**config.mk**
```make
export PLATFORM = sky130hd
export DESIGN_NAME = pmp_queue
export DESIGN_NICKNAME = d
export VERILOG_FILES = /design/src/design/pmp_pkg.sv /design/src/design/pmp_queue.sv
export SDC_FILE = /design/constraint.sdc
export NUM_CORES = 1
export LEC_CHECK = 0
export ABC_CLOCK_PERIOD_IN_PS = 12830
export BUFFER_PORTS_ARGS = -buffer_cell sky130_fd_sc_hd__buf_2
export CORE_MARGIN = 4
export CORE_UTILIZATION = 59
export CTS_BUF_LIST = sky130_fd_sc_hd__clkbuf_8
export DETAILED_ROUTE_END_ITERATION = 8
export PLACE_DENSITY = 0.89
export SYNTH_ARGS = -nofsm -noshare
export SYNTH_HDL_FRONTEND = slang
export SYNTH_SLANG_ARGS = --single-unit
```
**constraint.sdc**
```tcl
create_clock -name aclk -period 12.83 [get_ports aclk]
set_input_delay 2.566 -clock aclk [delete_from_list [all_inputs] [get_ports aclk]]
set_output_delay 2.566 -clock aclk [all_outputs]
set_load 0.01 [all_outputs]
```
**src/design/pmp_pkg.sv**
```systemverilog
// shared types, constants and the lane max function for the padded max pool window update block
`default_nettype none
package pmp_pkg;

    localparam int OUT_DEPTH  = 1024;
    localparam int ADDR_W     = $clog2(OUT_DEPTH);
    localparam int RES_ADDR_W = 10;
    localparam int WORD_W     = 64;
    localparam int NUM_WORDS  = 4;
    localparam int LINE_W     = WORD_W * NUM_WORDS;
    localparam int LANES      = WORD_W / 8;
    localparam int CFG_IDX_W  = 3;
    localparam int CFG_DATA_W = 11;
    localparam int SUM_W      = 20;
    localparam int COORD_W    = 16;
    localparam int QUEUE_DEPTH = 4;
    localparam int QPTR_W     = $clog2(QUEUE_DEPTH);
    localparam int QCNT_W     = $clog2(QUEUE_DEPTH + 1);
    // front register, queue, read stage, output register
    localparam int PIPE_CAP   = QUEUE_DEPTH + 3;

    typedef enum logic [CFG_IDX_W-1:0] {
        CFG_STRIDE    = 3'd0,
        CFG_PAD       = 3'd1,
        CFG_IN_HEIGHT = 3'd2,
        CFG_IN_WIDTH  = 3'd3,
        CFG_OUT_W8    = 3'd4
    } cfg_idx_e;

    typedef struct packed {
        logic [3:0]  stride;
        logic [3:0]  pad;
        logic [10:0] in_height;
        logic [10:0] in_width;
        logic [10:0] out_width_align8;
    } cfg_t;

    typedef struct packed {
        logic [9:0]        out_row;
        logic [7:0]        depth_tile;
        logic [9:0]        out_col;
        logic [3:0]        win_row;
        logic [3:0]        win_col;
        logic [WORD_W-1:0] bank0_low;
        logic [WORD_W-1:0] bank0_high;
        logic [WORD_W-1:0] bank1_low;
        logic [WORD_W-1:0] bank1_high;
    } in_item_t;

    typedef struct packed {
        logic [RES_ADDR_W-1:0] result_addr;
        logic [WORD_W-1:0]     max0_low;
        logic [WORD_W-1:0]     max0_high;
        logic [WORD_W-1:0]     max1_low;
        logic [WORD_W-1:0]     max1_high;
    } out_item_t;

    typedef struct packed {
        logic [ADDR_W-1:0] addr;
        logic              first;
        logic [LINE_W-1:0] tap;
    } tap_entry_t;

    function automatic logic [WORD_W-1:0] lane_max(input logic [WORD_W-1:0] a,
                                                   input logic [WORD_W-1:0] b);
        logic [WORD_W-1:0] r;
        r = '0;
        for (int k = 0; k < LANES; k++) begin
            if ($signed(a[k*8 +: 8]) > $signed(b[k*8 +: 8])) begin
                r[k*8 +: 8] = a[k*8 +: 8];
            end else begin
                r[k*8 +: 8] = b[k*8 +: 8];
            end
        end
        return r;
    endfunction

endpackage
`default_nettype wire

```
**src/design/pmp_queue.sv**
```systemverilog
// small request queue between front and back stages
`default_nettype none
module pmp_queue
    import pmp_pkg::*;
(
    input  wire logic       aclk,
    input  wire logic       aresetn,
    input  wire logic       push_valid,
    output logic            push_ready,
    input  wire tap_entry_t push_entry,
    output logic            pop_valid,
    input  wire logic       pop_ready,
    output tap_entry_t      pop_entry
);

    tap_entry_t        slot_reg [QUEUE_DEPTH];
    logic [QPTR_W-1:0] wr_ptr_reg;
    logic [QPTR_W-1:0] rd_ptr_reg;
    logic [QCNT_W-1:0] count_reg;
    logic              do_push;
    logic              do_pop;

    assign push_ready = (count_reg != QCNT_W'(QUEUE_DEPTH));
    assign pop_valid  = (count_reg != '0);
    assign pop_entry  = slot_reg[rd_ptr_reg];
    assign do_push    = push_valid && push_ready;
    assign do_pop     = pop_valid && pop_ready;

    always_ff @(posedge aclk) begin
        if (!aresetn) begin
            wr_ptr_reg <= '0;
            rd_ptr_reg <= '0;
            count_reg  <= '0;
        end else begin
            if (do_push) begin
                wr_ptr_reg <= wr_ptr_reg + 1'b1;
            end
            if (do_pop) begin
                rd_ptr_reg <= rd_ptr_reg + 1'b1;
            end
            if (do_push && !do_pop) begin
                count_reg <= count_reg + 1'b1;
            end else if (do_pop && !do_push) begin
                count_reg <= count_reg - 1'b1;
            end
        end
    end

    always_ff @(posedge aclk) begin
        if (do_push) begin
            slot_reg[wr_ptr_reg] <= push_entry;
        end
    end

endmodule
`default_nettype wire

```
* After elaboration in Yosys (flattened, before gate mapping) *
Memory sizes are Yosys's and may differ from the RTL's. A register that Yosys moved wholly into a read port is not among the register bits.
Index checks and enable logic that the tools add are counted.

cells by class
  $add $sub $neg = 4
  equality and inequality tests = 1
  muxes and demuxes = 6
  reductions and logical operators = 8

operators by type and width
  kind                   count
  $mux W3                2
  $add A2 B1 Y2 const B  2
  $logic_and A1 B1 Y1    4
  $mux W2                2
  $add A3 B1 Y3 const B  1
  $ne A3 B3 Y1 const B   1
  $reduce_bool A3 Y1     1
  $sub A3 B1 Y3 const B  1
  $logic_not A1 Y1       2
  $mux W1                2
  $reduce_bool A2 Y1     1

storage, ports and cells
  flip-flop bits (word level) = 7
  RAM bits = 1068
  input port bits = 271
  output and inout port bits = 269
  word-level logic and storage cells = 23
  memories kept = 1

memories
  name      depth  bits a word  rd ports  clocked after memory_dff  write ports  line             text
  slot_reg  4      267          1         1                         1            pmp_queue.sv:16  tap_entry_t slot_reg [QUEUE_DEPTH];

* Depth between registers and ports, before layout *
Gate-level depths: netlist of run 1.

  depth in word-level cells = 6
  depth in mapped cells = 8
  depth with buffers taken out = 8

* Worst setup path before layout of run 1 *
No wires, ideal clock.

  path type = input port to flip-flop
  from = in push_valid
  to = mem slot_reg[0][0] in the netlist's numbering (enable)
  library setup time = 662 ps
  arrival = 9059 ps
  required time = 12168 ps
  setup slack = 3109 ps
  stages on the path = 2
  path buffers = 0
  path through = a21boi_1 -> and2_1

between the ends
  word-level cells in the longest chain between the ends = 3

RTL lines
  item                           line             text
  start, declared                pmp_queue.sv:8   input wire logic push_valid,
  $logic_and A1 B1 Y1            pmp_queue.sv:26  assign do_push = push_valid && push_ready;
  $mux W1                        pmp_queue.sv:50  if (do_push) begin
  $mux W1 (not written as such)  pmp_queue.sv:51  slot_reg[wr_ptr_reg] <= push_entry;
  end, declared                  pmp_queue.sv:16

Every way passes these cells.

==> results.tsv, run 1 <==
metric	value	unit
cts_num_sinks	1077	
cp_top_family	buffers and inverters	
synth_top_area_share	81.23	%
syn_inst	1443	
multiInputGateArea	6753	µm²
setup_viol	0	
die_x	266.7	µm
cp_max_fo	77	
ir_drop	0.1417	mV
fin_total_pwr	8.946	mW
cts_buffer_depth	3	
num_io_pins	540	
via_per_inst	5.949	
synth_seq_cells	1077	
cts_hold_buf	0	
cts_resized	0	
synth_edf_count	1068	
grt_antenna_before_repair	46	
start_util	59.73	%
fillers	3723	
synth.area.top_cells	edfxtp_1 81%, mux4_2 8.3%, mux4_1 8.1%	
yosysWarningCount	0	
p_leak	15.68	nW
status	completed	
grt_pass1_vias	19709	
layout-drive-gt1-share	40.34	%
final_antenna_net_count	0	
postSynthNetCount	1720	
rows	94	
design_area	45930	µm²
fin_setup_tns	0	ns
grt.total_usage	23.68	%
crit_top_cell	buf_4	
cp.arrival	4.19	ns
cts_buffers	162	
pre_cts_ws	6.834	ns
timing.final.crit_period	6.761	ns
dr.pass1.iters	5	
yosys.cell_count.top_type	edfxtp_1	
synth_common_cells	1068 x edfxtp_1, 146 x mux4_2, 121 x mux4_1	
overflow	0	
fin_ws	6.069	ns
routed_wl	84170	µm
crit_buf_inv	3	
dp_hpwl	52640	µm
max_stage_delay	0.91	ns
crit_type	flop to output pin	
clk_pin_slew	0.06	ns
dieArea	71120	µm²
largest_register_ffs	1068	
cts_tree	built	
drv_slew	0	
yosysTopAreaCell	edfxtp_1	
critPathSlowestCell	buf_4	
final_core_util	69.49	%
maxCapViolations	0	
io_buffers	539	
clock_latency	0.78	ns
grt_first_pass_wirelength	123600	µm
cts_root_buf	clkbuf_8	
cp-start-kind	flop	
slew_headroom	28.76	%
grt_max_degree	137	
finClkSkew	0.04126	ns
crit_path_end_kind	output pin	
postCtsSetupBuffers	0	
regArea	32260	µm²
synth-main-ff-cell	edfxtp_1	
wire_per_inst	26.96	µm
synth_cell_types	24	
drc_errors	0	
async_reset_ff_share	0	%
syn-cell-area	39480	µm²
core	66100	µm²
timing.final.crit_share	52.69	%
die_h	266.7	µm
placed_area	42980	µm²
h-tree-depth	4	
power.density	194.8	nW/µm²
vias	18572	
syn_avg_cell_area	27.36	µm²
cp.required	10.26	ns
final_hold_viol_count	0	
drt_iter0_drc	1754	
crit_chain	buf_4, buf_4, mux4_1, buf_2	
ys_seq_area_share	81.68	%
gp_congestion	0.7943	
area_growth	16.34	%
fmax	147.9	MHz
min_path_type	flop to flop	
nets	2379	
rsz0062_at_grt	no	
tightest_slew	1.069	ns
==> layout make-up <==
cell class              count  area share, %
repair buffers            556          6.260
inverters                   3        0.02452
flip-flops and latches   1077          70.23
clock inverters           120          1.346
diodes                     37         0.2016
clock buffers             163          4.884
multi-input cells         302          14.70
well taps                 864          2.354
==> routing by layer <==
| metal | up-vias | global-route usage (%) | routed length [µm] |
|---|---|---|---|
| met5 | - | 0 | 195 |
| met4 | 30 | 11.38 | 3497 |
| met3 | 213 | 8.573 | 7727 |
| met2 | 932 | 39.39 | 44030 |
| met1 | 9595 | 27.76 | 28710 |
| li1 | 7802 | - | - |
==> cell families (layout without fill, tap and decap cells) <==
group | after synthesis | in the layout | synth area share [%]
flip-flops | 1077 | 1077 | 81.68
buffers and inverters | 64 | 842 | 1.239
AND/OR/NAND/NOR | 17 | 17 | 0.2313
AO/OA/AOI/OAI | 5 | 5 | 0.09191
multiplexers | 270 | 270 | 16.46
XOR/XNOR | 4 | 4 | 0.08875
adder cells (fa/ha/maj) | 6 | 6 | 0.2092
other | 0 | 37 | 0
==> tightest hold or removal path, cell delays in order (launching register included) <==
cell,delay [ns]
dfxtp_1,0.35
nand2_1,0.08
mux2i_1,0.06
==> placed cells by master, fill, tap and decap left out, types with 7 or more instances in the layout <==
| master | instances |
|---|---|
| buf_4 | 13 |
| edfxtp_1 | 1068 |
| clkinv_1 | 41 |
| mux4_2 | 146 |
| clkinv_2 | 8 |
| buf_2 | 539 |
| mux4_1 | 121 |
| diode_2 | 37 |
| inv_1 | 57 |
| dfxtp_1 | 7 |
| clkbuf_8 | 163 |
==> through the flow <==
step,instances,hold WS [ns]
floorplan,1443,0.4677
global placement,2802,0.4775
detailed placement,2802,0.5226
CTS,3085,0.5382
global route,3108,0.5591
finish,3122,0.5419
==> worst paths after layout <==
path / start / endpoint / slack [ns] / cells past startpoint
setup reg to reg: count_reg[0] / slot_reg[0][224] / 8.95 / 5
hold / removal: wr_ptr_reg[0] / wr_ptr_reg[0] / 0.54 / 2
hold reg to reg: wr_ptr_reg[0] / wr_ptr_reg[0] / 0.54 / 2
setup / recovery: flop / pop_entry[23] / 6.07 / 4
==> power by group <==
part           switching (mW)  internal [mW]  total, mW  leakage [nW]
Combinational            1.11          0.934       2.04          4.17
Clock                    1.26           1.22       2.48          1.65
Sequential              0.145           4.28       4.42          9.86
(Power assumes the default switching activity.)
==> inputs of run 2 (changes only) <==
--- a/config.mk
+++ b/config.mk
@@ -5,13 +5,14 @@
 export SDC_FILE = /design/constraint.sdc
 export NUM_CORES = 1
 export LEC_CHECK = 0
-export ABC_CLOCK_PERIOD_IN_PS = 12830
+export ABC_AREA = 1
+export ABC_CLOCK_PERIOD_IN_PS = 6140
 export BUFFER_PORTS_ARGS = -buffer_cell sky130_fd_sc_hd__buf_2
 export CORE_MARGIN = 4
-export CORE_UTILIZATION = 59
+export CORE_UTILIZATION = 54
 export CTS_BUF_LIST = sky130_fd_sc_hd__clkbuf_8
 export DETAILED_ROUTE_END_ITERATION = 8
-export PLACE_DENSITY = 0.89
+export PLACE_DENSITY = 0.86
 export SYNTH_ARGS = -nofsm -noshare
 export SYNTH_HDL_FRONTEND = slang
 export SYNTH_SLANG_ARGS = --single-unit
==> constraint.sdc (replaced) <==
create_clock -name aclk -period 6.14 [get_ports aclk]
set_input_delay 1.228 -clock aclk [delete_from_list [all_inputs] [get_ports aclk]]
set_output_delay 1.228 -clock aclk [all_outputs]
set_load 0.01 [all_outputs]
==> results.tsv, run 2 <==
metric	value	unit	change
grt_first_pass_wirelength	140400	µm	was 123600 µm
dr.pass1.iters	6		was 5
grt_pass1_vias	24974		was 19709
yosysWarningCount	0		unchanged
cts_buffers	162		unchanged
cts_tree	built		unchanged
layout_commonest_cell	edfxtp_1		unchanged
via_per_inst	5.782		was 5.949
p_leak	16.20	nW	was 15.68 nW
area_growth	16.51	%	was 16.34%
die_x	279.1	µm	was 266.7 µm
crit_type	flop to output pin		unchanged
tightest_slew	1.031	ns	was 1.069 ns
maxCapViolations	0		unchanged
final_core_util	63.40	%	was 69.49%
vias	24954		was 18572
cts_root_buf	clkbuf_8		unchanged
cp.arrival	3.44	ns	was 4.19 ns
io_buffers	539		unchanged
synth_common_cells	1068 x edfxtp_1, 548 x nor2_1, 531 x o21ai_0		was 1068 x edfxtp_1, 146 x mux4_2, 121 x mux4_1
syn_inst	2650		was 1443
synth_top_area_share	80.78	%	was 81.23%
postCtsSetupBuffers	0		unchanged
layout-drive-gt1-share	23.23	%	was 40.34%
final_antenna_net_count	0		unchanged
gp_congestion	0.7892		was 0.7943
placed_area	43280	µm²	was 42980 µm²
finClkSkew	0.04582	ns	was 0.04126 ns
synth_top_family_by_area	compound AO/OA/AOI/OAI gates		was multiplexers
synth-compound-area-share	10.99	%	was 0.09190%
routed_wl	93700	µm	was 84170 µm
dp_hpwl	54600	µm	was 52640 µm
wire_per_inst	21.71	µm	was 26.96 µm
yosysTopAreaCell	edfxtp_1		unchanged
yosys.area_share.simple	5.393	%	was 0.2313%
power.density	410.7	nW/µm²	was 194.8 nW/µm²
fillers	4867		was 3723
syn-cell-area	39700	µm²	was 39480 µm²
synth_mux_area_share	0	%	was 16.46%
clk_pin_slew	0.06	ns	about the same
setup_viol	0		unchanged
drt_iter0_drc	2661		was 1754
largest_register_ffs	1068		unchanged
synth_xor_area_share	0.02206	%	was 0.08873%
cp_max_fo	63		was 77
cts_hold_buf	0		unchanged
crit_path_end_kind	output pin		unchanged
timing.final.crit_period	4.671	ns	
synth_cell_types	20		was 24
nets	3488		was 2379
drc_errors	0		unchanged
fin_setup_tns	0	ns	unchanged
cts_buffer_depth	3		unchanged
design_area	46260	µm²	was 45930 µm²
core	72960	µm²	was 66100 µm²
hold-worst-slack	0.5137	ns	was 0.5419 ns
final_hold_viol_count	0		unchanged
critPathSlowestCell	dfxtp_4		was buf_4
die_h	279.1	µm	was 266.7 µm
num_io_pins	540		unchanged
crit_buf_inv	3		unchanged
start_util	54.41	%	was 59.73%
rows	99		was 94
ys_seq_area_share	81.24	%	was 81.68%
min_path_type	flop to flop		unchanged
cp_top_family	buffers and inverters		unchanged
final_cell_mix	1068 x edfxtp_1, 544 x nor2_1, 539 x buf_2		was 1068 x edfxtp_1, 539 x buf_2, 163 x clkbuf_8
async_reset_ff_share	0	%	unchanged
fmax	214.1	MHz	
fin_total_pwr	19.00	mW	was 8.946 mW
status	completed		unchanged
dieArea	77920	µm²	was 71120 µm²
ir_drop	0.3762	mV	was 0.1417 mV
overflow	0		unchanged
cts_resized	0		unchanged
cp-start-kind	flop		unchanged
timing.final.crit_share	76.08	%	
grt_antenna_before_repair	38		was 46
postSynthNetCount	2927		was 1720
crit_chain	buf_4, buf_4, o21ai_0, o22ai_1, buf_2		was buf_4, buf_4, mux4_1, buf_2
syn_avg_cell_area	14.98	µm²	was 27.36 µm²
max_stage_delay	0.65	ns	was 0.91 ns
clock_latency	0.78	ns	about the same
slew_headroom	31.28	%	was 28.76%
cp.required	4.91	ns	was 10.26 ns
synth.area.top_cells	edfxtp_1 81%, o21ai_0 6.7%, nor2_1 5.2%		was edfxtp_1 81%, mux4_2 8.3%, mux4_1 8.1%
synth_edf_count	1068		unchanged
grt_max_degree	187		was 137
rsz0062_at_grt	no		unchanged
h-tree-depth	4		unchanged
synth_seq_cells	1077		unchanged
cts_num_sinks	1077		unchanged
grt.total_usage	23.18	%	was 23.68%
crit_top_cell	buf_4		unchanged
synth-main-ff-cell	edfxtp_1		unchanged
synthAdderAreaFrac	0.2080	%	was 0.2092%
drv_slew	0		unchanged
yosys.cell_count.top_type	edfxtp_1		unchanged
[run 2: worst paths after layout]
kind / start / endpoint / slack (ns) / cells past startpoint
setup reg to reg: count_reg[0] / slot_reg[1][155] / 3.53 / 5
hold / removal: rd_ptr_reg[1] / flop / 0.51 / 2
setup / recovery: flop / pop_entry[210] / 1.47 / 5
hold reg to reg: rd_ptr_reg[1] / flop / 0.51 / 2
[run 2: routing by layer]
metal | wire, µm | part of all wire [%] | up-vias | GRT usage (%)
li1 | - | - | 11228 | -
met1 | 33070 | 35 | 12190 | 27.43
met2 | 48080 | 51 | 1240 | 39.70
met3 | 8981 | 9.6 | 268 | 7.283
met4 | 3396 | 3.6 | 28 | 9.423
met5 | 179 | 0.19 | - | 0
[run 2: logic make-up (layout without fill, tap and decap cells)]
logic type                 after synthesis  after routing
AOI/OAI and AO/OA                      805            805
DFF                                   1077           1077
xor gates and xnor gates                 1              1
buffers and inverters                  193            871
adders and majority gates                6              6
other                                    0             29
and+or+nand+nor                        568            568
[run 2: area by class of cell]
cell class / count / area [µm²] / area share, %
Antenna cell: 29 / 72.57 / 0.1569
Clock buffer: 163 / 2243 / 4.850
Clock inverter: 118 / 658.1 / 1.423
Inverter: 16 / 75.07 / 0.1623
Multi-Input combinational cell: 1380 / 6625 / 14.32
Sequential cell: 1077 / 32260 / 69.74
Tap cell: 959 / 1200 / 2.594
Timing Repair Buffer: 574 / 3123 / 6.752
[run 2: where the power goes]
| part | internal [mW] | switching (mW) | total, mW | leakage, nW |
|---|---|---|---|---|
| sequential | 8.94 | 0.199 | 9.14 | 9.86 |
| combinational | 1.38 | 3.20 | 4.58 | 4.68 |
| clock | 2.63 | 2.64 | 5.27 | 1.66 |
[run 2: stage by stage]
step,setup WS [ns],instances
after global routing,1.297,4308
final,1.469,4316
after CTS,1.420,4287
after global placement,2.418,4006
after floorplan,-2.675,2650
after detailed placement,2.368,4006
[run 2: tightest hold or removal path, delay by kind of cell (launching register included)]
kind / cells / cell delay, ns
AND/OR/NAND/NOR: 1 / 0.07
flip-flops: 1 / 0.32
AO/OA/AOI/OAI: 1 / 0.08
