File: src/design/pmp_pkg.sv
// shared types, constants and the lane max function for the padded max pool window update block
`default_nettype none
package pmp_pkg;

    localparam int OUT_DEPTH  = 1024;
    localparam int ADDR_W     = $clog2(OUT_DEPTH);
    localparam int RES_ADDR_W = 10;
    localparam int WORD_W     = 64;
    localparam int NUM_WORDS  = 4;
    localparam int LINE_W     = WORD_W * NUM_WORDS;
    localparam int LANES      = WORD_W / 8;
    localparam int CFG_IDX_W  = 3;
    localparam int CFG_DATA_W = 11;
    localparam int SUM_W      = 20;
    localparam int COORD_W    = 16;
    localparam int QUEUE_DEPTH = 4;
    localparam int QPTR_W     = $clog2(QUEUE_DEPTH);
    localparam int QCNT_W     = $clog2(QUEUE_DEPTH + 1);
    // front register, queue, read stage, output register
    localparam int PIPE_CAP   = QUEUE_DEPTH + 3;

    typedef enum logic [CFG_IDX_W-1:0] {
        CFG_STRIDE    = 3'd0,
        CFG_PAD       = 3'd1,
        CFG_IN_HEIGHT = 3'd2,
        CFG_IN_WIDTH  = 3'd3,
        CFG_OUT_W8    = 3'd4
    } cfg_idx_e;

    typedef struct packed {
        logic [3:0]  stride;
        logic [3:0]  pad;
        logic [10:0] in_height;
        logic [10:0] in_width;
        logic [10:0] out_width_align8;
    } cfg_t;

    typedef struct packed {
        logic [9:0]        out_row;
        logic [7:0]        depth_tile;
        logic [9:0]        out_col;
        logic [3:0]        win_row;
        logic [3:0]        win_col;
        logic [WORD_W-1:0] bank0_low;
        logic [WORD_W-1:0] bank0_high;
        logic [WORD_W-1:0] bank1_low;
        logic [WORD_W-1:0] bank1_high;
    } in_item_t;

    typedef struct packed {
        logic [RES_ADDR_W-1:0] result_addr;
        logic [WORD_W-1:0]     max0_low;
        logic [WORD_W-1:0]     max0_high;
        logic [WORD_W-1:0]     max1_low;
        logic [WORD_W-1:0]     max1_high;
    } out_item_t;

    typedef struct packed {
        logic [ADDR_W-1:0] addr;
        logic              first;
        logic [LINE_W-1:0] tap;
    } tap_entry_t;

    function automatic logic [WORD_W-1:0] lane_max(input logic [WORD_W-1:0] a,
                                                   input logic [WORD_W-1:0] b);
        logic [WORD_W-1:0] r;
        r = '0;
        for (int k = 0; k < LANES; k++) begin
            if ($signed(a[k*8 +: 8]) > $signed(b[k*8 +: 8])) begin
                r[k*8 +: 8] = a[k*8 +: 8];
            end else begin
                r[k*8 +: 8] = b[k*8 +: 8];
            end
        end
        return r;
    endfunction

endpackage
`default_nettype wire

File: src/design/pmp_front.sv
// front stage: window coordinates, bounds check, store address
`default_nettype none
module pmp_front
    import pmp_pkg::*;
(
    input  wire logic       aclk,
    input  wire logic       aresetn,
    input  wire cfg_t       cfg,
    input  wire logic       s_valid,
    output logic            s_ready,
    input  wire in_item_t   s_data,
    output logic            push_valid,
    input  wire logic       push_ready,
    output tap_entry_t      push_entry
);

    logic              valid_reg;
    tap_entry_t        entry_reg;
    tap_entry_t        entry_next;
    logic [COORD_W-1:0] row_prod;
    logic [COORD_W-1:0] col_prod;
    logic signed [COORD_W-1:0] row;
    logic signed [COORD_W-1:0] col;
    logic              in_map;
    logic [SUM_W-1:0]  sum;

    always_comb begin
        row_prod = COORD_W'({6'b0, s_data.out_row} * {12'b0, cfg.stride});
        col_prod = COORD_W'({6'b0, s_data.out_col} * {12'b0, cfg.stride});
        row = $signed(row_prod) - $signed({12'b0, cfg.pad}) + $signed({12'b0, s_data.win_row});
        col = $signed(col_prod) - $signed({12'b0, cfg.pad}) + $signed({12'b0, s_data.win_col});
        in_map = !row[COORD_W-1] && (row < $signed({5'b0, cfg.in_height})) &&
                 !col[COORD_W-1] && (col < $signed({5'b0, cfg.in_width}));
        sum = SUM_W'({12'b0, s_data.depth_tile} * {9'b0, cfg.out_width_align8})
            + SUM_W'({10'b0, s_data.out_col});
        entry_next.addr  = sum[ADDR_W-1:0];
        entry_next.first = (s_data.win_row == 4'd0) && (s_data.win_col == 4'd0);
        entry_next.tap   = in_map ? {s_data.bank0_low, s_data.bank0_high,
                                     s_data.bank1_low, s_data.bank1_high} : '0;
    end

    assign s_ready    = !valid_reg || push_ready;
    assign push_valid = valid_reg;
    assign push_entry = entry_reg;

    always_ff @(posedge aclk) begin
        if (!aresetn) begin
            valid_reg <= 1'b0;
        end else if (s_ready) begin
            valid_reg <= s_valid;
        end
    end

    always_ff @(posedge aclk) begin
        if (s_valid && s_ready) begin
            entry_reg <= entry_next;
        end
    end

endmodule
`default_nettype wire

File: config.mk
export PLATFORM = sky130hd
export DESIGN_NAME = pmp_front
export DESIGN_NICKNAME = d
export VERILOG_FILES = /design/src/design/pmp_pkg.sv /design/src/design/pmp_front.sv
export SDC_FILE = /design/constraint.sdc
export NUM_CORES = 1
export LEC_CHECK = 0
export BUFFER_PORTS_ARGS = -buffer_cell sky130_fd_sc_hd__buf_2
export CAP_MARGIN = 0
export CORE_AREA = 3 3 236 238
export CTS_CLUSTER_DIAMETER = 60
export CTS_CLUSTER_SIZE = 8
export DETAILED_ROUTE_END_ITERATION = 7
export DIE_AREA = 0 0 239 241
export PLACE_DENSITY = 0.61
export SETUP_SLACK_MARGIN = 0.2
export SYNTH_ARGS = -nofsm -noshare
export SYNTH_HDL_FRONTEND = slang
export SYNTH_SLANG_ARGS = --single-unit
export TNS_END_PERCENT = 100
File: constraint.sdc
create_clock -name aclk -period 21.2 [get_ports aclk]
set_clock_uncertainty 0.05 [all_clocks]
set_input_delay 4.24 -clock aclk [delete_from_list [all_inputs] [get_ports aclk]]
set_output_delay 4.24 -clock aclk [all_outputs]
set_load 0.005 [all_outputs]
* Word-level counts from Yosys, hierarchy flattened
Index checks and enable logic that the tools add are counted.
** Storage, ports and cells
- Flip-flop bits (word level) :: 268
- Output and inout bits :: 269
** Cells by class
- Add/sub/neg operators :: 5
- Multipliers :: 3
- Order comparisons :: 2
- Reduce and logical (&&, ||, !) cells :: 11
** Operators by type and width (number)
- adder 15 x 5 -> 16 bit :: 2
- < comparator 16 x 12 -> 1 bit :: 2
- subtractor 14 x 4 -> 15 bit :: 2
- multiplier 10 x 4 -> 14 bit :: 2
- multiplier 8 x 11 -> 10 bit :: 1
- adder 10 bit :: 1
- zero test 4 bit :: 2
- logical AND 1 bit :: 5
- zero test 1 bit :: 3
- logical OR 1 bit :: 1

* Logic depth before layout (Yosys ltp)
Gate-level depths: netlist (run 1).
- Depth in word-level cells :: 7
- Depth in mapped cells :: 25

* Least setup slack after synthesis (run 1)
OpenSTA, ideal clock, no wires.
- Kind :: input port to flip-flop
- Start point :: in push_ready
- End point :: reg entry_reg (netlist bit push_entry[0]), enable pin
- Data arrival time :: 10.461 ns
- Required time :: 20.488 ns
- Slack :: 10.026 ns
- Stages :: 2
- Buffers on the path :: 0
- Cells stage by stage :: nand2b_1 and2_1
** On the way
- Word-level cells in the longest chain between the ends :: 2
** RTL lines
- from (decl) :: line pmp_front.sv:13 : input wire logic push_ready,
- logical OR 1 bit :: line pmp_front.sv:42 : assign s_ready = !valid_reg || push_ready;
- logical AND 1 bit :: line pmp_front.sv:55 : if (s_valid && s_ready) begin
- to (signal assigned) :: line pmp_front.sv:56 : entry_reg <= entry_next;
- to (decl) :: line pmp_front.sv:18 : tap_entry_t entry_reg;
Every way passes these cells.
A chain may end at the register's enable or synchronous reset.

* Worst setup path in the final report (run 1)
- Start point :: in cfg[40] in the netlist's numbering
- End point :: reg entry_reg (netlist bit push_entry[97]), data pin
** On the way
- Word-level cells in the longest chain between the ends :: 7
** RTL lines
- from (decl) :: line pmp_front.sv:8 : input wire cfg_t cfg,
- multiplier 10 x 4 -> 14 bit :: line pmp_front.sv:28 : row_prod = COORD_W'({6'b0, s_data.out_row} * {12'b0, cfg.stride});
- subtractor 14 x 4 -> 15 bit :: line pmp_front.sv:30 : row = $signed(row_prod) - $signed({12'b0, cfg.pad}) + $signed({12'b0, s_data.win_row});
- adder 15 x 5 -> 16 bit :: line pmp_front.sv:30
- < comparator 16 x 12 -> 1 bit or zero test 1 bit (tied branches) :: line pmp_front.sv:32 : in_map = !row[COORD_W-1] && (row < $signed({5'b0, cfg.in_height})) &&
- logical AND 1 bit (2 in a row) :: line pmp_front.sv:32
- logical AND 1 bit (*) :: line pmp_front.sv:33 : !col[COORD_W-1] && (col < $signed({5'b0, cfg.in_width}));
Mark *: on every way between the ends. The rest lies on a longest branch, timed or not.

==> impl_results.md, run 1 <==
* Post-detailed-route DRC marker count at 0
* Yosys warns at 0
* Syn nets at 1954
* Worst slew margin relative to its limit at 14.0%
* Min-Delay Startpoint: push_valid$_SDFFE_PN0N_
* Setup violation total in the final timing report at 0
* Initial core utilization at 34.9%
* Floorplan Core Area at 53800 sq um
* Syn Std Cell Area at 18800 sq um
* Final GP Congestion at 0.873
* Worst endpoint data arrival time at 11.36 ns
* Cell count of the worst reg-to-reg path at 4
* Total of cells resized after clock tree synthesis at 0
* #FFs+latches synth at 268
* Number of DRC markers after the initial detailed-route iteration at 968
* Worst path required time at 21.36 ns
* Post-synth cell types at 79
* I/O pin count at between 600 and 700
* Average via count per standard cell at about 5.1
* Number of cells traversed by the worst hold path at 2
* Worst-skew pair later-pin latency at 0.53 ns
* Switching power of the nets at 0.919 mW
* Maximum fanout encountered on the critical timing path at 68
* Layout overhead on the synthesized area at 24.4%
* Max Fclk at 89.3 MHz
* Overflow left after global routing at 0
* Chip width at 239 microns
* DP HPWL at 45100 microns
* Static leakage power at 9.58 nW
* Average instance area after synthesis at 13.0 sq um
* Overall global routing resource usage at 19.2%
* Switching part of the total power at 40.9%
* Biggest area contributors in the synthesized netlist: edfxtp_1, nor4b_2, fa_1
* Dominant register cell in the synthesized netlist: edfxtp_1
* Final routed wirelength across all metal layers at around 59000 microns
* Clock tree sinks at 268
* DR WL/cell at 21.7 microns
* Share of flip-flops with an asynchronous set or reset at 0%
* Maxcap violations at 0
* Minimum setup slack in the final design at 10.0 ns
* Via count of the first global-routing pass at 13600
* Post-CTS repair timing setup buffer count at 0
* Outcome: finished clean
* Number of H-tree levels at 2
* Kind of critical path: input pin to register
* End point of the most critical hold path: push_valid$_SDFFE_PN0N_
* Reg2reg setup slack at 17.65 ns
* Number of iterations in the first detailed-routing pass at 5
* CP startpoint kind: input pin
* Deepest clock path buffer count at 3
* Sequential area share after synthesis at 42.8%
* Number of antenna violations at the first check in global routing at 38
* Final hold violation count at 0
* Wire length of the first global-routing pass at 84400 microns
* Highest-count cells in the layout ignoring fill and taps: buf_2, edfxtp_1, nor4b_2, inv_1, ha_1
* Synthesized netlist cell count at 1438
* TritonCTS clock tree: done
* Ratio of final minimum period to clock period at between 50% and 60%
* Minimum period implied by the final worst setup slack at 11.20 ns
* Crit Reg-Reg Endpoint: push_entry[78]$_SDFFCE_PN0P_
* Detailed-route via count at 13900
* Total internal power at approximately 1.3 mW
* Combinational group share of total power at 45.3%
* Clock transition at the registers of the reported paths at 0.05 ns
* RSZ-0062 raised after global routing: no
* Number of input and output port buffers inserted at slightly above 600
* Area enclosed by the die boundary at between 50000 and 60000 sq um
* DP Worst Slack at between 9 and 10 ns
* Number of pins exceeding their max-slew limit in the final report at 0
* Floorplan die height at between 200 and 250 microns
* Slew @ Worst Pin at 1.29 ns
* Quantity of hold-fixing buffers added after cts at 0
* Clock root buffer: clkbuf_16
* Design Power at between 2 and 2.5 mW
* Start of the worst register-to-register path: push_valid$_SDFFE_PN0N_
* Maximum number of pins on one net before global-route repair at 162
* Share of layout cells above drive strength 1 at 46.3%
* IR Drop Worst-Case VDD at 0.000127 V
* EDFF count, synth at 267
* Leading cell type in the layout, fill and taps excluded: buf_2
* CTS buffer count at 42
* Setup TNS at 0 ns
* Proportion of netlist area held by the largest area contributor at between 40% and 50%
* Cell accounting for the most synthesized area: edfxtp_1
* Clock share of power at 26.5%
* Number of nets still failing antenna checks after routing at 0
* Worst min-delay path class: register to register
* Number of rows in the core area at 85
* Part of the total power dissipated in sequential elements at 28.2%
* Final #Nets at 2508
* Critical Path End Type: register
* P per Cell Area at 96.2 nW/um^2
## per-layer routing
metal / routed length (microns) / vias up / GRT usage (%) / part of all wire [%]
li1: - / 6398 / - / -
met1: 23200 / 6907 / 23.4 / 39
met2: 30300 / 485 / 33.3 / 51
met3: 3600 / 123 / 3.97 / 6.1
met4: 2030 / 4 / 8.04 / 3.4
met5: 32 / - / 0 / 0.054
## sequential cells by signal (all words and copies together), names as in the netlist
register	flops
push_entry	267
push_valid	1
## power by group through the flow
stage / Sequential, mW / Combinational, mW / Clock, mW
after floorplan: 0.656 / 0.820 / 0
after global placement: 0.643 / 1.00 / 0
after detailed placement: 0.644 / 1.02 / 0
after CTS: 0.634 / 1.03 / 0.612
after global routing: 0.636 / 1.13 / 0.630
final: 0.634 / 1.02 / 0.595
## per-stage QoR
| step | instances | utilization, % | hold WS, ns | cell area, sq um |
|---|---|---|---|---|
| 2_1_floorplan | 1438 | - | 0.487 | 18800 |
| 5_1_grt | 2720 | 43.4 | 0.725 | 23300 |
| 3_5_place_dp | 2644 | 41.1 | 0.648 | 22100 |
| 6_report | 2722 | 43.4 | 0.674 | 23300 |
| 3_3_place_gp | 2644 | 41.1 | 0.635 | 22100 |
| 4_1_cts | 2703 | 43.3 | 0.659 | 23300 |
## synth_stat cells (5+ instances only)
library cell and instances:
ha_1 107, nand2_1 91, clkbuf_1 18, nand4_1 7, nor3b_1 5, edfxtp_1 267
inv_1 182, nor2_1 25, and2_1 58, buf_4 23, and3_1 9, a211o_1 5
fa_1 72, nand2b_1 10, xor2_1 18, nor4b_1 16, buf_2 47, a21o_1 19
a21oi_1 29, nor4b_2 240, o21ai_0 14, buf_6 12, o211ai_1 7, o21bai_1 5
a211oi_1 8, nand3_1 18, xnor2_1 29
## how the worst max path moves through the flow
stage	start	endpoint	slack, ns
floorplan	push_ready	push_entry[0]$_SDFFCE_PN0P_	10.03
global placement	cfg[40]	push_entry[67]$_SDFFCE_PN0P_	9.60
detailed placement	cfg[40]	push_entry[97]$_SDFFCE_PN0P_	9.45
CTS	cfg[40]	push_entry[97]$_SDFFCE_PN0P_	9.99
global route	cfg[40]	push_entry[117]$_SDFFCE_PN0P_	9.55
finish	cfg[40]	push_entry[97]$_SDFFCE_PN0P_	10.0
## critical path, cell delays in order
cell and delay, ns:
buf_2 0.35, nand2_1 0.13, fa_1 0.51, fa_1 0.53, fa_1 0.56, inv_1 0.04
ha_1 0.27, a211oi_2 0.29, nor2_1 0.15, o311ai_1 0.57, nand4_1 0.33, or2_1 0.35
xor2_1 0.18, ha_1 0.33, nand3_1 0.07, a21oi_1 0.12, o41ai_1 0.11, o211a_1 0.12
nand4_1 0.08, buf_4 0.82, buf_4 0.99, nor4b_2 0.12
## cell families (layout without fill, tap and decap cells)
| family | Yosys count | after routing | share of synthesized area [%] |
|---|---|---|---|
| adder cells (fa/ha/maj) | 179 | 179 | 14.8 |
| flip-flops | 268 | 268 | 42.8 |
| XOR/XNOR | 47 | 47 | 2.19 |
| other | 0 | 19 | 0 |
| buffers and inverters | 288 | 857 | 7.25 |
| multiplexers | 2 | 2 | 0.107 |
| AND/OR/NAND/NOR | 513 | 513 | 27.0 |
| AO/OA/AOI/OAI | 141 | 141 | 5.77 |
## layout make-up
| cell class | count | area, sq um |
|---|---|---|
| Sequential cell | 268 | 8040 |
| Inverter | 182 | 683 |
| Fill cell | 5057 | 30500 |
| Clock inverter | 7 | 47.5 |
| Timing Repair Buffer | 616 | 3150 |
| Antenna cell | 19 | 47.5 |
| Tap cell | 696 | 871 |
| Clock buffer | 52 | 1120 |
| Multi-Input combinational cell | 882 | 9380 |
Power figures use the tool's default switching activity.
==> inputs of run 2 (changes only) <==
ABC_AREA = 1   (was unset)
CORE_AREA = 3 3 238 240   (was 3 3 236 238)
DIE_AREA = 0 0 241 243   (was 0 0 239 241)
clock period = 11 ns   (was 21.2 ns; I/O delays follow)
==> run 2 against run 1 <==
Synthesized cell count rose by 31%. Worst setup slack got worse by 7.3 ns. First-iteration DRC count fell by 28%. Design area rose by 1.9%. Highest routed layer unchanged. Synthesized area rose by 1.3%. Combinational power rose by 41%. Sequential power rose by 92%. Global-route usage rose by 1.2 points. Cell count rose by 19%. Count of clock-buffer cells in the layout fell by 8. Critical endpoint is now push_entry[89]$_SDFFCE_PN0P_.
==> impl_results.md, run 2 <==
* Static leakage power at 12.1 nW (was 9.58 nW)
* Highest-count cells in the layout ignoring fill and taps: buf_2, inv_1, nand2_1, edfxtp_1, nor2_4 (was buf_2, edfxtp_1, nor4b_2, inv_1, ha_1)
* Final standard cell count with taps included and fillers excluded at 3231 (was 2722)
* CP startpoint kind: input pin (unchanged)
* Capture point of the critical path: push_entry[89]$_SDFFCE_PN0P_ (was push_entry[97]$_SDFFCE_PN0P_)
* Number of nets still failing antenna checks after routing at 0 (unchanged)
* Quantity of hold-fixing buffers added after cts at 0 (unchanged)
* Maximum number of pins on one net before global-route repair at 75 (was 162)
* Final #Nets at 3013 (was 2508)
* Number of iterations in the first detailed-routing pass at 5 (unchanged)
* P per Cell Area at 164 nW/um^2 (was 96.2 nW/um^2)
* Post-CTS repair timing setup buffer count at 0 (unchanged)
* Maxcap violations at 0 (unchanged)
* Biggest area contributors in the synthesized netlist: edfxtp_1, nor2_4, inv_1 (was edfxtp_1, nor4b_2, fa_1)
* Total internal power at 2.52 mW (was 1.33 mW)
* Number of DRC markers after the initial detailed-route iteration at 695 (was 968)
* I/O pin count at 606 (unchanged)
* Via count of the first global-routing pass at 14100 (was 13600)
* DR WL/cell at 18.9 microns (was 21.7 microns)
* Final routed wirelength across all metal layers at 61000 microns (was 59100 microns)
* Sequential area share after synthesis at 42.3% (was 42.8%)
* Average via count per standard cell at 4.36 (was 5.11)
* Maximum fanout encountered on the critical timing path at 46 (was 68)
* Placed Instances at 3157 (was 2644)
* CTS buffer count at 42 (unchanged)
* Proportion of netlist area held by the largest area contributor at 42.2% (was 42.7%)
* Overflow left after global routing at 0 (unchanged)
* Syn nets at 2397 (was 1954)
* Floorplan die height at 243 microns (was 241 microns)
* Combinational group share of total power at 37.0% (was 45.3%)
* Crit Reg-Reg Endpoint: push_entry[123]$_SDFFCE_PN0P_ (was push_entry[78]$_SDFFCE_PN0P_)
* RSZ-0062 raised after global routing: no (unchanged)
* DP HPWL at 51400 microns (was 45100 microns)
* Worst endpoint data arrival time at 8.52 ns (was 11.36 ns)
* Initial core utilization at 34.6% (was 34.9%)
* Yosys warns at 0 (unchanged)
* Share of layout cells above drive strength 1 at 37.9% (was 46.3%)
* Average instance area after synthesis at 10.1 sq um (was 13.0 sq um)
* Area enclosed by the die boundary at 58600 sq um (was 57600 sq um)
* Overall global routing resource usage at 20.4% (was 19.2%)
* Setup violation total in the final timing report at 0 (unchanged)
* Worst min-delay path class: register to register (unchanged)
* Share of flip-flops with an asynchronous set or reset at 0% (unchanged)
* Post-layout utilization of the core at 43.3% (was 43.4%)
* Kind of critical path: input pin to register (unchanged)
* Number of input and output port buffers inserted at 604 (unchanged)
* TritonCTS clock tree: done (unchanged)
* Worst path required time at 11.21 ns (was 21.36 ns)
* Clock transition at the registers of the reported paths at 0.05 ns (about the same)
* IR Drop Worst-Case VDD at 0.000108 V (was 0.000127 V)
* Final hold violation count at 0 (unchanged)
* Chip width at 241 microns (was 239 microns)
* Design Power at 3.89 mW (was 2.25 mW)
* Total of cells resized after clock tree synthesis at 0 (unchanged)
* Tightest hold margin at 0.543 ns (was 0.674 ns)
* Max Fclk at roughly 120 MHz
* Critical Path End Type: register (unchanged)
* Start point of the critical path: cfg[40] (unchanged)
* Synthesized netlist cell count at 1881 (was 1438)
* Post-detailed-route DRC marker count at 0 (unchanged)
* Library cell with the highest instance count after synthesis: inv_1 (was edfxtp_1)
* Syn Std Cell Area at 19000 sq um (was 18800 sq um)
* Most numerous cell types in the synthesized netlist: inv_1, nand2_1, edfxtp_1 (was edfxtp_1, nor4b_2, inv_1)
* Clock tree sinks at 268 (unchanged)
* Minimum period implied by the final worst setup slack at 8.31 ns
* Number of flip-flops in the largest register at 267 (unchanged)
* Layout overhead on the synthesized area at 25.2% (was 24.4%)
* Number of rows in the core area at 86 (was 85)
* Reg2reg setup slack at 8.36 ns (was 17.65 ns)
* Ratio of final minimum period to clock period at 75.6%
* Slew @ Worst Pin at 0.992 ns (was 1.29 ns)
* Worst slew margin relative to its limit at 33.9% (was 14.0%)
* Start of the worst register-to-register path: push_valid$_SDFFE_PN0N_ (unchanged)
* Floorplan Core Area at 54900 sq um (was 53800 sq um)
* Clock root buffer: clkbuf_16 (unchanged)
* Outcome: finished clean (unchanged)
* Final GP Congestion at 0.926 (was 0.873)
* Cell accounting for the most synthesized area: edfxtp_1 (unchanged)
* Worst-skew pair later-pin latency at 0.55 ns (was 0.53 ns)
* EDFF count, synth at 267 (unchanged)
* Clock share of power at 31.5% (was 26.5%)
* Leading cell type in the layout, fill and taps excluded: buf_2 (unchanged)
* Part of the total power dissipated in sequential elements at 31.4% (was 28.2%)
* Cell count of the worst reg-to-reg path at 3 (was 4)
* Switching power of the nets at 1.38 mW (was 0.919 mW)
* Setup TNS at 0 ns (unchanged)
* Switching part of the total power at 35.3% (was 40.9%)
* Wire length of the first global-routing pass at 87800 microns (was 84400 microns)
* Deepest clock path buffer count at 3 (unchanged)
* #FFs+latches synth at 268 (unchanged)
* Number of antenna violations at the first check in global routing at 45 (was 38)
* Dominant register cell in the synthesized netlist: edfxtp_1 (unchanged)
* Number of H-tree levels at 2 (unchanged)
* Post-synth cell types at 40 (was 79)
* Detailed-route via count at 14100 (was 13900)
* Number of pins exceeding their max-slew limit in the final report at 0 (unchanged)
## run 2: cell count changes after synthesis, moves of 27 or more
cell and change:
and2_1 -58, nor2_1 +27, nand3_1 +30, nor4b_2 -240
buf_2 -46, nand2_1 +227, inv_1 +389, nor2_4 +243
## run 2: worst min path at each step
| stage | end | startpoint | cells past startpoint | slack (ns) |
|---|---|---|---|---|
| floorplan | push_valid$_SDFFE_PN0N_ | push_valid$_SDFFE_PN0N_ | 2 | 0.49 |
| global placement | push_valid$_SDFFE_PN0N_ | push_valid$_SDFFE_PN0N_ | 2 | 0.48 |
| detailed placement | push_valid$_SDFFE_PN0N_ | push_valid$_SDFFE_PN0N_ | 2 | 0.54 |
| CTS | push_valid$_SDFFE_PN0N_ | push_valid$_SDFFE_PN0N_ | 2 | 0.55 |
| global route | push_valid$_SDFFE_PN0N_ | push_valid$_SDFFE_PN0N_ | 2 | 0.57 |
| finish | push_valid$_SDFFE_PN0N_ | push_valid$_SDFFE_PN0N_ | 2 | 0.54 |
## run 2: stage by stage
stage	worst slack (ns)	area, sq um
after CTS	2.71	23700
after floorplan	0.446	19000
after global placement	2.16	22500
after detailed placement	2.16	22500
final	2.69	23800
after global routing	2.28	23800
## run 2: worst max-delay path: stages
cell and delay [ns]:
buf_2 0.34, nand2_1 0.13, fa_1 0.51, fa_1 0.52
fa_1 0.56, inv_1 0.05, ha_1 0.37, xor2_1 0.20
ha_1 0.37, nand2_1 0.07, o21ai_0 0.39, nand3_2 0.18
nor2_1 0.11, nand2_1 0.09, nor2_1 0.17, nand2_1 0.11
xor2_1 0.18, inv_1 0.07, ha_1 0.26, a21boi_0 0.17
nor2_1 0.08, nand2_1 0.07, nor2_2 0.06, nand2_8 0.52
buf_4 0.56, nor2_4 0.03
## run 2: logic make-up after synthesis
| kind of cell | share of synthesized area [%] |
|---|---|
| AND/OR/NAND/NOR | 25.5 |
| XOR/XNOR | 1.80 |
| buffers and inverters | 14.4 |
| AO/OA/AOI/OAI | 1.35 |
| flip-flops | 42.3 |
| adder cells (fa/ha/maj) | 14.6 |
## run 2: cell type report
class	instances	area, sq um
clock inverters	10	191
repair buffers	615	3160
clock buffers	44	1060
flip-flops and latches	268	8040
diodes	20	50.0
inverters	576	2160
multi-input cells	994	8250
fillers	5370	31100
well taps	704	881
## run 2: layer usage
layer | vias up | share of wire, % | track usage, %
met5 | - | 0.27 | 0
met4 | 24 | 2.6 | 5.27
met3 | 105 | 10 | 7.64
met2 | 456 | 47 | 34.1
met1 | 6626 | 40 | 24.8
li1 | 6862 | - | -
## run 2: power groups by stage
| stage | combinational, mW | clock [mW] | sequential, mW |
|---|---|---|---|
| floorplan | 1.02 | 0 | 1.27 |
| global placement | 1.43 | 0 | 1.24 |
| detailed placement | 1.45 | 0 | 1.24 |
| CTS | 1.46 | 1.27 | 1.22 |
| global route | 1.65 | 1.30 | 1.23 |
| finish | 1.44 | 1.23 | 1.22 |
==> inputs of run 3 (changes only) <==
PLACE_DENSITY = 0.63   (was 0.61)
clock period = 7.05 ns   (was 11 ns; I/O delays follow)
==> run 3 against run 2 <==
Clock power up 46%. Register-to-register slack worse by 3.4 ns. Sequential power up 57%. Total power up 53%. Count of clock-buffer cells in the layout up 3. Die area unchanged. Via count up 1.3%. Combinational power up 58%. Sequential share of layout area down 0.55 points. Largest cell class unchanged. Highest routed layer unchanged.
==> impl_results.md, run 3 (same netlist as run 2, synthesis figures left out) <==
* Part of the total power dissipated in sequential elements at 32.0% (was 31.4%)
* Share of layout cells above drive strength 1 at 38.7% (was 37.9%)
* Number of flip-flops in the largest register at 267 (unchanged)
* Average via count per standard cell at 4.36 (about the same)
* IR Drop Worst-Case VDD at 0.000157 V (was 0.000108 V)
* Floorplan die height at 243 microns (unchanged)
* Number of input and output port buffers inserted at 604 (unchanged)
* Outcome: finished clean (unchanged)
* Initial core utilization at 34.6% (unchanged)
* Combinational group share of total power at 38.0% (was 37.0%)
* Final GP Congestion at 0.909 (was 0.926)
* Number of iterations in the first detailed-routing pass at 5 (unchanged)
* Deepest clock path buffer count at 3 (unchanged)
* Number of rows in the core area at 86 (unchanged)
* Via count of the first global-routing pass at 14500 (was 14100)
* Final routed wirelength across all metal layers at 57800 microns (was 61000 microns)
* Number of antenna violations at the first check in global routing at 42 (was 45)
* Overall global routing resource usage at 19.4% (was 20.4%)
* Detailed-route via count at 14300 (was 14100)
* Post-CTS repair timing setup buffer count at 0 (unchanged)
* Clock share of power at 30.0% (was 31.5%)
* Maxcap violations at 0 (unchanged)
* Total internal power at 3.84 mW (was 2.52 mW)
* Critical Path End Type: register (unchanged)
* RSZ-0062 raised after global routing: no (unchanged)
* DR WL/cell at 17.7 microns (was 18.9 microns)
* Kind of critical path: input pin to register (unchanged)
* Number of nets still failing antenna checks after routing at 0 (unchanged)
* Number of pins exceeding their max-slew limit in the final report at 0 (unchanged)
* Floorplan Core Area at 54900 sq um (unchanged)
* Static leakage power at 12.4 nW (was 12.1 nW)
* CTS buffer count at 41 (was 42)
* Slew @ Worst Pin at 0.943 ns (was 0.992 ns)
* Final #Nets at 3049 (was 3013)
* Maximum fanout encountered on the critical timing path at 14 (was 46)
* Wire length of the first global-routing pass at 85300 microns (was 87800 microns)
* TritonCTS clock tree: done (unchanged)
* Highest-count cells in the layout ignoring fill and taps: buf_2, inv_1, nand2_1, edfxtp_1, nor2_4 (unchanged)
* Area enclosed by the die boundary at 58600 sq um (unchanged)
* Quantity of hold-fixing buffers added after cts at 0 (unchanged)
* Ratio of final minimum period to clock period at 90.7%
* Worst slew margin relative to its limit at 37.1% (was 33.9%)
* Worst-skew pair later-pin latency at 0.53 ns (was 0.55 ns)
* Final standard cell count with taps included and fillers excluded at 3267 (was 3231)
* Switching part of the total power at 35.7% (was 35.3%)
* Clock root buffer: clkbuf_16 (unchanged)
* Layout overhead on the synthesized area at 27.2% (was 25.2%)
* DP HPWL at 48900 microns (was 51400 microns)
* Leading cell type in the layout, fill and taps excluded: buf_2 (unchanged)
* Clock transition at the registers of the reported paths at 0.05 ns (about the same)
* Placed Instances at 3194 (was 3157)
* Number of fillers in the final layout at 5301 (was 5370)
* Number of H-tree levels at 2 (unchanged)
* Post-detailed-route DRC marker count at 0 (unchanged)
* Number of DRC markers after the initial detailed-route iteration at 609 (was 695)
* I/O pin count at 606 (unchanged)
* Total of cells resized after clock tree synthesis at 0 (unchanged)
* Clock tree sinks at 268 (unchanged)
* Worst path required time at 7.39 ns (was 11.21 ns)
* Chip width at 241 microns (unchanged)
* Switching power of the nets at 2.13 mW (was 1.38 mW)
* Worst min-delay path class: register to register (unchanged)
* Minimum period implied by the final worst setup slack at 6.40 ns
* Max Fclk at 156 MHz
* CP startpoint kind: input pin (unchanged)
* Maximum number of pins on one net before global-route repair at 157 (was 75)
* Worst endpoint data arrival time at 6.74 ns (was 8.52 ns)
* P per Cell Area at 247 nW/um^2 (was 164 nW/um^2)
* Overflow left after global routing at 0 (unchanged)
* Final hold violation count at 0 (unchanged)
* Setup TNS at 0 ns (unchanged)
* Setup violation total in the final timing report at 0 (unchanged)
[run 3: cell type report]
class	instances	area [sq um]	area share, %
flip-flops and latches	268	8040	33.2
multi-input cells	994	8250	34.1
diodes	20	50.0	0.207
well taps	704	881	3.64
repair buffers	652	3630	15.0
clock buffers	47	1060	4.38
inverters	576	2160	8.94
clock inverters	6	109	0.450
[run 3: path summary, 6_finish.rpt]
path / cells after the start / slack [ns] / start / end
max reg2reg: 2 / 4.95 / push_valid$_SDFFE_PN0N_ / push_entry[68]$_SDFFCE_PN0P_
min reg2reg: 2 / 0.51 / push_valid$_SDFFE_PN0N_ / push_valid$_SDFFE_PN0N_
min: 2 / 0.51 / push_valid$_SDFFE_PN0N_ / push_valid$_SDFFE_PN0N_
max: 28 / 0.65 / cfg[40] / push_entry[54]$_SDFFCE_PN0P_
[run 3: per-stage QoR]
| step | area, sq um | hold WS [ns] | util [%] | setup WS (ns) | power [mW] |
|---|---|---|---|---|---|
| after CTS | 24100 | 0.512 | 44.0 | 0.630 | 6.05 |
| after global routing | 24200 | 0.530 | 44.0 | 0.208 | 6.42 |
| after global placement | 23000 | 0.478 | 41.8 | 0.106 | 4.17 |
| after detailed placement | 23000 | 0.502 | 41.8 | 0.0411 | 4.22 |
| final | 24200 | 0.509 | 44.1 | 0.653 | 5.97 |
| after floorplan | 19000 | 0.508 | - | 0.418 | 3.55 |
[run 3: power groups by stage]
stage                     clock network [mW]  logic, mW  registers [mW]
after floorplan                            0       1.58            1.97
after global placement                     0       2.23            1.94
after detailed placement                   0       2.28            1.94
after CTS                               1.84       2.30            1.91
after global routing                    1.90       2.60            1.92
final                                   1.79       2.27            1.91
[run 3: critical path: stages]
cell     delay (ns)
buf_2          0.14
nand2_1        0.09
fa_1           0.49
fa_1           0.52
fa_1           0.55
inv_1          0.04
ha_1           0.32
xor2_1         0.17
ha_1           0.35
nand2_1        0.06
o21ai_0        0.16
buf_4          0.15
nand3_2        0.10
nor2_1         0.10
nand2_1        0.08
nor2_1         0.13
nand2_1        0.11
xor2_1         0.13
inv_1          0.06
ha_1           0.19
or2_2          0.30
nor2_1         0.13
nand3_1        0.12
nor2_2         0.21
nand2_8        0.15
buf_12         0.20
buf_12         0.18
nor2_4         0.08
[run 3: metal layers]
metal / GRT usage (%) / up-vias / share of wire (%)
li1: - / 6942 / -
met1: 23.2 / 6703 / 39
met2: 33.6 / 482 / 49
met3: 5.89 / 115 / 8.9
met4: 5.75 / 16 / 3.0
met5: 0 / - / 0.18
